**src/rtl/weighted_three_level_rr_scheduler_assert.svh**
```systemverilog
// assertion macros shared by the scheduler modules
`ifndef WEIGHTED_THREE_LEVEL_RR_SCHEDULER_ASSERT_SVH
`define WEIGHTED_THREE_LEVEL_RR_SCHEDULER_ASSERT_SVH

// checked only outside reset
`define WTRR_ASSERT(lbl, prop, msg) \
  lbl: assert property (@(posedge clk) disable iff (!rst_n) prop) else $error(msg);

// checked in reset too
`define WTRR_ASSERT_RST(lbl, prop, msg) \
  lbl: assert property (@(posedge clk) prop) else $error(msg);

`endif

```
**src/rtl/wtrr_pkg.sv**
```systemverilog
`default_nettype none
package wtrr_pkg;

  localparam int QDEPTH  = 16;
  localparam int IDX_W   = $clog2(QDEPTH);
  localparam int FILL_W  = $clog2(QDEPTH + 1);
  localparam int NQ      = 3;
  localparam int Q_W     = 2;
  localparam int ADDR_W  = $clog2(NQ * QDEPTH);
  localparam int ID_BITS = 8;
  localparam int CFG_W   = 6;

  localparam logic [CFG_W-1:0] HIGH_END_RST  = 6'd9;
  localparam logic [CFG_W-1:0] MED_END_RST   = 6'd15;
  localparam logic [CFG_W-1:0] CYCLE_LEN_RST = 6'd19;

  localparam logic [1:0] CFG_HIGH_END  = 2'd0;
  localparam logic [1:0] CFG_MED_END   = 2'd1;
  localparam logic [1:0] CFG_CYCLE_LEN = 2'd2;

  localparam logic [1:0] PRIO_HIGH = 2'b11;
  localparam logic [1:0] PRIO_MED  = 2'b00;

  localparam logic [Q_W-1:0] Q_HIGH = 2'd0;
  localparam logic [Q_W-1:0] Q_MED  = 2'd1;
  localparam logic [Q_W-1:0] Q_LOW  = 2'd2;

  typedef enum logic [1:0] {
    REQ_ADD    = 2'd0,
    REQ_REMOVE = 2'd1,
    REQ_STATUS = 2'd2,
    REQ_SCHED  = 2'd3
  } req_t;

  typedef enum logic [1:0] {
    OUT_OK       = 2'd0,
    OUT_IDLE     = 2'd1,
    OUT_FULL     = 2'd2,
    OUT_NOTFOUND = 2'd3
  } outcome_t;

  typedef enum logic [2:0] {
    ST_IDLE,
    ST_DISP,
    ST_SCAN_RD,
    ST_SCAN_CK,
    ST_END_Q,
    ST_TAIL,
    ST_FIN,
    ST_OUT
  } state_t;

  typedef struct packed {
    logic         ready;
    logic [ID_BITS-1:0] id;
  } slot_t;

  typedef struct packed {
    logic latch;
    logic rd;
    logic chk;
    logic next_q;
    logic tail;
    logic fin;
  } cmd_t;

  typedef struct packed {
    req_t req;
    logic scan_end;
    logic hit;
    logic last_q;
  } sts_t;

endpackage
`default_nettype wire

```
**src/rtl/wtrr_ctrl.sv**
```systemverilog
`default_nettype none
module wtrr_ctrl (
  input  wire               clk,
  input  wire               rst_n,
  input  wire               in_valid,
  input  wire               out_stall,
  input  wtrr_pkg::sts_t    sts,
  output wtrr_pkg::cmd_t    cmd,
  output logic              in_stall,
  output logic              out_valid
);
  import wtrr_pkg::*;

  state_t state_r, state_nxt;

  always_ff @(posedge clk) begin
    if (!rst_n) begin
      state_r <= ST_IDLE;
    end else begin
      state_r <= state_nxt;
    end
  end

  always_comb begin
    state_nxt = state_r;
    case (state_r)
      ST_IDLE:    if (in_valid) state_nxt = ST_DISP;
      ST_DISP:    state_nxt = (sts.req == REQ_ADD) ? ST_FIN : ST_SCAN_RD;
      ST_SCAN_RD: state_nxt = sts.scan_end ? ST_END_Q : ST_SCAN_CK;
      ST_SCAN_CK: state_nxt = ST_SCAN_RD;
      ST_END_Q: begin
        if (sts.req != REQ_SCHED) state_nxt = ST_FIN;
        else if (sts.hit) state_nxt = ST_TAIL;
        else if (sts.last_q) state_nxt = ST_FIN;
        else state_nxt = ST_SCAN_RD;
      end
      ST_TAIL:    state_nxt = ST_FIN;
      ST_FIN:     state_nxt = ST_OUT;
      ST_OUT:     if (!out_stall) state_nxt = ST_IDLE;
      default:    state_nxt = ST_IDLE;
    endcase
  end

  always_comb begin
    cmd        = '0;
    in_stall   = (state_r != ST_IDLE);
    out_valid  = (state_r == ST_OUT);
    case (state_r)
      ST_IDLE:    cmd.latch = in_valid;
      ST_SCAN_RD: cmd.rd = !sts.scan_end;
      ST_SCAN_CK: cmd.chk = 1'b1;
      ST_END_Q:   cmd.next_q = (sts.req == REQ_SCHED) && !sts.hit && !sts.last_q;
      ST_TAIL:    cmd.tail = 1'b1;
      ST_FIN:     cmd.fin = 1'b1;
      default:    cmd = '0;
    endcase
  end

`include "weighted_three_level_rr_scheduler_assert.svh"
  `WTRR_ASSERT(a_out_blocks_in, out_valid |-> in_stall, "input taken while word pending")
  `WTRR_ASSERT(a_out_done, (out_valid && !out_stall) |=> (state_r == ST_IDLE), "no return to idle")
  `WTRR_ASSERT_RST(a_reset_idle, !rst_n |=> (state_r == ST_IDLE), "reset not idle")

endmodule
`default_nettype wire

```
**src/rtl/wtrr_dp.sv**
```systemverilog
`default_nettype none
module wtrr_dp (
  input  wire                          clk,
  input  wire                          rst_n,
  input  wtrr_pkg::cmd_t               cmd,
  output wtrr_pkg::sts_t               sts,
  input  wire  [1:0]                   in_req_type,
  input  wire  [wtrr_pkg::ID_BITS-1:0] in_task_id,
  input  wire  signed [1:0]            in_prio_level,
  input  wire                          in_is_ready,
  input  wire                          cfg_we,
  input  wire  [1:0]                   cfg_index,
  input  wire  [wtrr_pkg::CFG_W-1:0]   cfg_data,
  output logic [wtrr_pkg::ID_BITS-1:0] out_chosen_id,
  output logic [1:0]                   out_outcome
);
  import wtrr_pkg::*;

  slot_t mem [NQ*QDEPTH];
  slot_t rdata_r;

  logic [CFG_W-1:0]  high_end_r, med_end_r, cycle_len_r, cnt_r;
  logic [FILL_W-1:0] fill_r [NQ];
  logic [FILL_W-1:0] i_r;
  logic [Q_W-1:0]    q_r, start_q;
  logic [1:0]        k_r;
  logic              hit_r;
  slot_t             saved_r;
  req_t              req_r;
  logic [ID_BITS-1:0] id_r;
  logic              rdy_r;

  logic [FILL_W-1:0] fill_q;
  logic              match;
  logic              wr_en;
  logic [IDX_W-1:0]  wr_idx;
  slot_t             wr_data;
  logic [CFG_W:0]    cnt_inc;

  assign fill_q  = fill_r[q_r];
  assign match   = (rdata_r.id == id_r);
  assign cnt_inc = {1'b0, cnt_r} + 1'b1;

  assign sts.req      = req_r;
  assign sts.scan_end = (i_r == fill_q);
  assign sts.hit      = hit_r;
  assign sts.last_q   = (k_r == 2'd2);

  always_comb begin
    if (cnt_r < high_end_r) start_q = Q_HIGH;
    else if (cnt_r < med_end_r) start_q = Q_MED;
    else start_q = Q_LOW;
  end

  // memory write port: shift down, in-place status, tail move, append
  always_comb begin
    wr_en   = 1'b0;
    wr_idx  = IDX_W'(i_r - 1'b1);
    wr_data = rdata_r;
    if (cmd.chk) begin
      case (req_r)
        REQ_STATUS: begin
          wr_en   = match;
          wr_idx  = i_r[IDX_W-1:0];
          wr_data = '{ready: rdy_r, id: rdata_r.id};
        end
        REQ_REMOVE, REQ_SCHED: wr_en = hit_r;
        default: wr_en = 1'b0;
      endcase
    end else if (cmd.tail) begin
      wr_en   = 1'b1;
      wr_idx  = IDX_W'(fill_q - 1'b1);
      wr_data = saved_r;
    end else if (cmd.fin && req_r == REQ_ADD) begin
      wr_en   = (fill_q != FILL_W'(QDEPTH));
      wr_idx  = fill_q[IDX_W-1:0];
      wr_data = '{ready: rdy_r, id: id_r};
    end
  end

  always_ff @(posedge clk) begin
    if (wr_en) mem[{q_r, wr_idx}] <= wr_data;
    if (cmd.rd) rdata_r <= mem[{q_r, i_r[IDX_W-1:0]}];
  end

  always_ff @(posedge clk) begin
    if (!rst_n) begin
      high_end_r  <= HIGH_END_RST;
      med_end_r   <= MED_END_RST;
      cycle_len_r <= CYCLE_LEN_RST;
      cnt_r       <= '0;
      for (int n = 0; n < NQ; n++) fill_r[n] <= '0;
    end else begin
      if (cfg_we) begin
        case (cfg_index)
          CFG_HIGH_END:  high_end_r  <= cfg_data;
          CFG_MED_END:   med_end_r   <= cfg_data;
          CFG_CYCLE_LEN: cycle_len_r <= cfg_data;
          default: ;
        endcase
      end
      if (cmd.fin) begin
        case (req_r)
          REQ_ADD:
            if (fill_q != FILL_W'(QDEPTH)) fill_r[q_r] <= fill_q + 1'b1;
          REQ_REMOVE:
            if (hit_r) fill_r[q_r] <= fill_q - 1'b1;
          REQ_SCHED:
            cnt_r <= (cnt_inc >= {1'b0, cycle_len_r}) ? '0 : cnt_inc[CFG_W-1:0];
          default: ;
        endcase
      end
    end
  end

  always_ff @(posedge clk) begin
    if (cmd.latch) begin
      req_r <= req_t'(in_req_type);
      id_r  <= in_task_id;
      rdy_r <= in_is_ready;
      i_r   <= '0;
      k_r   <= '0;
      hit_r <= 1'b0;
      if (req_t'(in_req_type) == REQ_SCHED) q_r <= start_q;
      else if (in_prio_level == PRIO_HIGH) q_r <= Q_HIGH;
      else if (in_prio_level == PRIO_MED) q_r <= Q_MED;
      else q_r <= Q_LOW;
    end
    if (cmd.chk) begin
      i_r <= i_r + 1'b1;
      case (req_r)
        REQ_STATUS: if (match) hit_r <= 1'b1;
        REQ_REMOVE: if (match) hit_r <= 1'b1;
        REQ_SCHED:
          if (!hit_r && rdata_r.ready) begin
            hit_r   <= 1'b1;
            saved_r <= rdata_r;
          end
        default: ;
      endcase
    end
    if (cmd.next_q) begin
      q_r <= (q_r == Q_LOW) ? Q_HIGH : q_r + 1'b1;
      k_r <= k_r + 1'b1;
      i_r <= '0;
    end
    if (cmd.fin) begin
      out_chosen_id <= '0;
      case (req_r)
        REQ_ADD: out_outcome <= (fill_q == FILL_W'(QDEPTH)) ? OUT_FULL : OUT_OK;
        REQ_SCHED: begin
          out_outcome <= hit_r ? OUT_OK : OUT_IDLE;
          if (hit_r) out_chosen_id <= saved_r.id;
        end
        default: out_outcome <= hit_r ? OUT_OK : OUT_NOTFOUND;
      endcase
    end
  end

`include "weighted_three_level_rr_scheduler_assert.svh"
  `WTRR_ASSERT(a_fill_hi, fill_r[Q_HIGH] <= FILL_W'(QDEPTH), "high queue overfilled")
  `WTRR_ASSERT(a_fill_lo, (fill_r[Q_MED] <= FILL_W'(QDEPTH)) && (fill_r[Q_LOW] <= FILL_W'(QDEPTH)), "queue overfilled")
  `WTRR_ASSERT(a_tail_hit, cmd.tail |-> (hit_r && fill_q != '0), "tail move without pick")

endmodule
`default_nettype wire

```
**src/rtl/weighted_three_level_rr_scheduler.sv**
```systemverilog
`default_nettype none
// Three-queue weighted round-robin task scheduler. One request word in, one result word out;
// requests are handled one at a time. An add appends the task to its queue directly; a remove
// or status update walks the queue entry by entry through one memory read port, reading and
// then checking each entry; a schedule searches the queues in turn in the same way, from the
// start queue that the slot counter selects, and a picked task is moved to the tail of its
// queue. Output stalls hold the result word until it is taken.
// Registers high_end, med_end and cycle_len are to be written through the cfg port only
// while no request is in flight; the block itself does not enforce it.
module weighted_three_level_rr_scheduler (
  input  wire                          clk,
  input  wire                          rst_n,
  input  wire                          in_valid,
  output logic                         in_stall,
  input  wire  [1:0]                   in_req_type,
  input  wire  [wtrr_pkg::ID_BITS-1:0] in_task_id,
  input  wire  signed [1:0]            in_prio_level,
  input  wire                          in_is_ready,
  output logic                         out_valid,
  input  wire                          out_stall,
  output logic [wtrr_pkg::ID_BITS-1:0] out_chosen_id,
  output logic [1:0]                   out_outcome,
  input  wire                          cfg_valid,
  output logic                         cfg_ready,
  input  wire  [1:0]                   cfg_index,
  input  wire  [wtrr_pkg::CFG_W-1:0]   cfg_data
);
  import wtrr_pkg::*;

  cmd_t cmd;
  sts_t sts;

  assign cfg_ready = 1'b1;

  wtrr_ctrl u_ctrl (
    .clk       (clk),
    .rst_n     (rst_n),
    .in_valid  (in_valid),
    .out_stall (out_stall),
    .sts       (sts),
    .cmd       (cmd),
    .in_stall  (in_stall),
    .out_valid (out_valid)
  );

  wtrr_dp u_dp (
    .clk           (clk),
    .rst_n         (rst_n),
    .cmd           (cmd),
    .sts           (sts),
    .in_req_type   (in_req_type),
    .in_task_id    (in_task_id),
    .in_prio_level (in_prio_level),
    .in_is_ready   (in_is_ready),
    .cfg_we        (cfg_valid && cfg_ready),
    .cfg_index     (cfg_index),
    .cfg_data      (cfg_data),
    .out_chosen_id (out_chosen_id),
    .out_outcome   (out_outcome)
  );

endmodule
`default_nettype wire

```
**config.mk**
```make
export PLATFORM = sky130hd
export DESIGN_NAME = weighted_three_level_rr_scheduler
export DESIGN_NICKNAME = d
export VERILOG_FILES = /design/src/rtl/wtrr_pkg.sv /design/src/rtl/wtrr_ctrl.sv /design/src/rtl/wtrr_dp.sv /design/src/rtl/weighted_three_level_rr_scheduler.sv
export VERILOG_INCLUDE_DIRS = /design/src /design/src/rtl
export SDC_FILE = /design/constraint.sdc
export NUM_CORES = 1
export LEC_CHECK = 0
export ABC_AREA = 1
export BUFFER_PORTS_ARGS = -buffer_cell sky130_fd_sc_hd__buf_2
export CORE_UTILIZATION = 35
export DETAILED_ROUTE_END_ITERATION = 16
export MAX_ROUTING_LAYER = met4
export PLACE_DENSITY = 0.47
export SKIP_CTS_REPAIR_TIMING = 1
export SLEW_MARGIN = 10
export SYNTH_ARGS = -nofsm -noshare
export SYNTH_HDL_FRONTEND = slang
export SYNTH_HIERARCHICAL = 1
export SYNTH_SLANG_ARGS = --single-unit
```
**constraint.sdc**
```tcl
create_clock -name clk -period 5.84 [get_ports clk]
set_input_delay 0.584 -clock clk [delete_from_list [all_inputs] [get_ports clk]]
set_output_delay 0.584 -clock clk [all_outputs]
set_load 0.01 [all_outputs]
```
==> summary.txt <==
Outcome
  • Status: complete, no violations

Pwr
  • LEAKAGE: 8.48 nW
  • Power Density: 463 nW/um^2
  • Final total power: 11.8 mW
  • Worst VDD drop: 235 uV

Routing
  • DR vias: 14700
  • Drt pass-1 iters: 5
  • DR WL/cell: 22.0 um
  • DRT iter0 DRCs: 1249
  • DRT antenna net count: 0
  • Post-Route WL: 61100 um
  • DRC: 0
  • Via density: 5.30

Setup path
  • Top fanout value on the critical path: 18
  • Worst Path Buf+Inv: 2
  • Flop-to-flop setup slack: 1.96 ns
  • Crit. End Element: register
  • WS Path Type: reg2reg
  • Worst EP arrival: 4.12 ns
  • Worst EP required: 6.08 ns
  • Top cell by count, worst path: nor2_1
  • Delay-heaviest family, CP: simple AND/OR/NAND/NOR gates
  • Setup crit start kind: register
  • Max incr delay on CP: 0.70 ns
  • Critical path, cell by cell: nand2_1 -> nor2_1 -> inv_2 -> a21oi_1 -> o21ai_1 -> nand2_8 -> inv_4 -> a21oi_4 -> nand3_4 -> nor2_1
  • Reg2reg start: u_ctrl/state_r[1]$_SDFFE_PN0P_
  • Slowest cell on crit path: nor2_1
  • Stages on worst setup path: 10
  • RR Endpoint: u_dp/mem[46][7]$_DFFE_PP_
  • Worst R2R Path Depth: 10

STA
  • Max Clk Rate: 0.258 GHz
  • Final Skew: 0.0166 ns
  • Final Slew Violations: 0
  • Max_slew headroom: 20.9%
  • Final setup vio count: 0
  • Final Hold Vio Count: 0
  • Period utilisation layout: 66.5%
  • Final setup margin: 1.96 ns
  • Setup TNS: 0 ns
  • Worst-Margin Slew: 1.19 ns
  • Worst hold margin: 0.142 ns
  • Fin crit period: 3.88 ns
  • RSZ-0062 raised after global routing: false

Placed design
  • GP Congestion: 0.852
  • Placed cell count: 2673
  • DP Area: 23600 um^2
  • I/O Buffers: 37
  • Post-detail-place hpwl: 38000 um
  • Dpl ws: 1.94 ns

CTS
  • Longest Clk Path Bufs: 3
  • Sink Count: 530
  • Root Driver: clkbuf_16
  • Clk_lat worst skew: 0.62 ns
  • H-tree depth: 2
  • Num CTS Buffers: 57
  • Clk pin slew, worst setup/hold paths: 0.06 ns
  • CTS tree: built

Worst hold path
  • WHS Path Cells: 1
  • Min-Delay Endpoint: u_dp/id_r[5]$_DFFE_PP_
  • Hold path start: in_task_id[5]
  • Worst hold path type: in2reg

Floorplanning
  • Die Y-Extent: 256 um
  • Core area: 63400 um^2
  • Initial core utilization: 35.6%
  • Die ar.: 65500 um^2
  • Die extent in x: 256 um
  • FP Rows: 92
  • Ports: 39

Synth
  • Cell variety after synth: 49
  • Synth Cell Area: 22600 um^2
  • Top cells by count, synth: 495 x edfxtp_1, 329 x nor2_1, 256 x o21ai_0
  • Gate Count Post-Synth: 1876
  • Post-synthesis sequential area ratio: 69.0%
  • Post-synth top area share: 65.8%
  • Dominant synthesized flop cell: edfxtp_1
  • Syn nets: 1930
  • Post-synth EDFFs: 495
  • Leading area contributor after synthesis: edfxtp_1
  • #FFs+latches synth: 530
  • Avg Cell Area, Syn: 12.0 um^2
  • Synth Warn #: 6
  • Top post-synthesis cells by area: edfxtp_1 66%, o21ai_0 5.7%, nor2_1 5.5%, dfxtp_1 3.1%, o221ai_1 3.0%
  • Count leader, synth: edfxtp_1
  • Synth async-reset ratio: 0%

Final layout
  • Share of layout cells above drive strength 1: 10.6%
  • Final Cell Area: 25500 um^2
  • FF+latch area: 15600 um^2
  • Fill count: 6024
  • Final #Nets: 1940
  • Final core occ: 40.2%
  • Layout Area Growth over Synthesis: 12.9%
  • Final Non-Filler Cells: 2776
  • Ant. Diodes: 0
  • Multi-input gate area: 6280 um^2

Global route
  • Tot GR Track Use: 19.2%
  • First-pass GRT wire length: 92600 um
  • Initial antenna violation count: 0
  • Largest net degree at the start of global routing: 110
  • Grt ovf: 0
  • Via count of the first global-routing pass: 14500

Run
  • MaxCap Viol Count: 0
-- power breakdown --
part           switching [mW]  internal (mW)
Combinational            2.48          0.812
Clock                    1.49           2.12
Sequential              0.209           4.69
Total                    4.18           7.62
-- state kept, by name (all words and copies together) (netlist names), named ones only --
register	cells
u_dp/q_r	2
u_dp/i_r	5
u_dp/med_end_r	6
u_dp/mem	432
u_dp/id_r	8
u_dp/out_outcome	2
u_dp/rdy_r	1
u_dp/saved_r	9
u_dp/fill_r	20
u_dp/k_r	2
u_ctrl/state_r	3
u_dp/cnt_r	6
u_dp/hit_r	1
u_dp/cycle_len_r	6
u_dp/out_chosen_id	8
u_dp/rdata_r	9
u_dp/high_end_r	6
u_dp/req_r	2
-- how the worst max path moves through the flow --
stage / to / slack, ns / startpoint
2_1_floorplan: u_dp/mem[0][2]$_DFFE_PP_ / 1.80 / u_ctrl/state_r[1]$_SDFFE_PN0P_
3_3_place_gp: u_dp/mem[38][5]$_DFFE_PP_ / 2.03 / u_ctrl/state_r[1]$_SDFFE_PN0P_
3_5_place_dp: u_dp/mem[46][4]$_DFFE_PP_ / 1.94 / u_ctrl/state_r[1]$_SDFFE_PN0P_
4_1_cts: u_dp/mem[46][8]$_DFFE_PP_ / 1.91 / u_ctrl/state_r[1]$_SDFFE_PN0P_
5_1_grt: u_dp/mem[46][7]$_DFFE_PP_ / 1.62 / u_ctrl/state_r[1]$_SDFFE_PN0P_
6_report: u_dp/mem[46][7]$_DFFE_PP_ / 1.96 / u_ctrl/state_r[1]$_SDFFE_PN0P_
-- cell families after synthesis --
kind of cell / count (synthesis) / synth area share, %
AND/OR/NAND/NOR: 632 / 12.5
flip-flops: 530 / 69.0
AO/OA/AOI/OAI: 463 / 12.6
buffers and inverters: 204 / 3.74
adder cells (fa/ha/maj): 28 / 1.55
XOR/XNOR: 18 / 0.698
other: 1 / 0.0166
-- worst register-to-register path, delay by kind of cell, from the launching register on --
family	cells	cell delay (ns)
AND/OR/NAND/NOR	5	1.95
buffers and inverters	2	0.43
flip-flops	1	0.57
AO/OA/AOI/OAI	3	0.55
-- cell type report --
cell class	instances	area share (%)
multi-input cells	1142	24.6
flip-flops and latches	530	61.1
repair buffers	59	1.37
clock buffers	71	5.88
clock inverters	32	1.38
inverters	96	1.48
well taps	846	4.15
-- cells in the final DEF (no fill, tap or decap), types with 8 or more instances in the layout --
cell,instances
a21oi_1,29
nor2_1,329
clkbuf_16,58
o221ai_1,78
nand4_1,15
o211ai_1,41
edfxtp_1,495
o21ai_4,8
ha_1,28
xor2_1,9
buf_2,37
o22ai_1,35
inv_2,12
nand2_1,176
inv_1,78
dfxtp_1,32
nand3_1,66
clkbuf_1,13
buf_4,22
clkinv_1,15
xnor2_1,9
o21ai_0,248
nand3_4,8
-- routing by layer --
layer	GRT usage [%]	part of all wire (%)
met4	6.39	3.1
met3	3.04	4.8
met2	30.0	47
met5	-	0
met1	25.4	45
(Power assumes the default switching activity.)
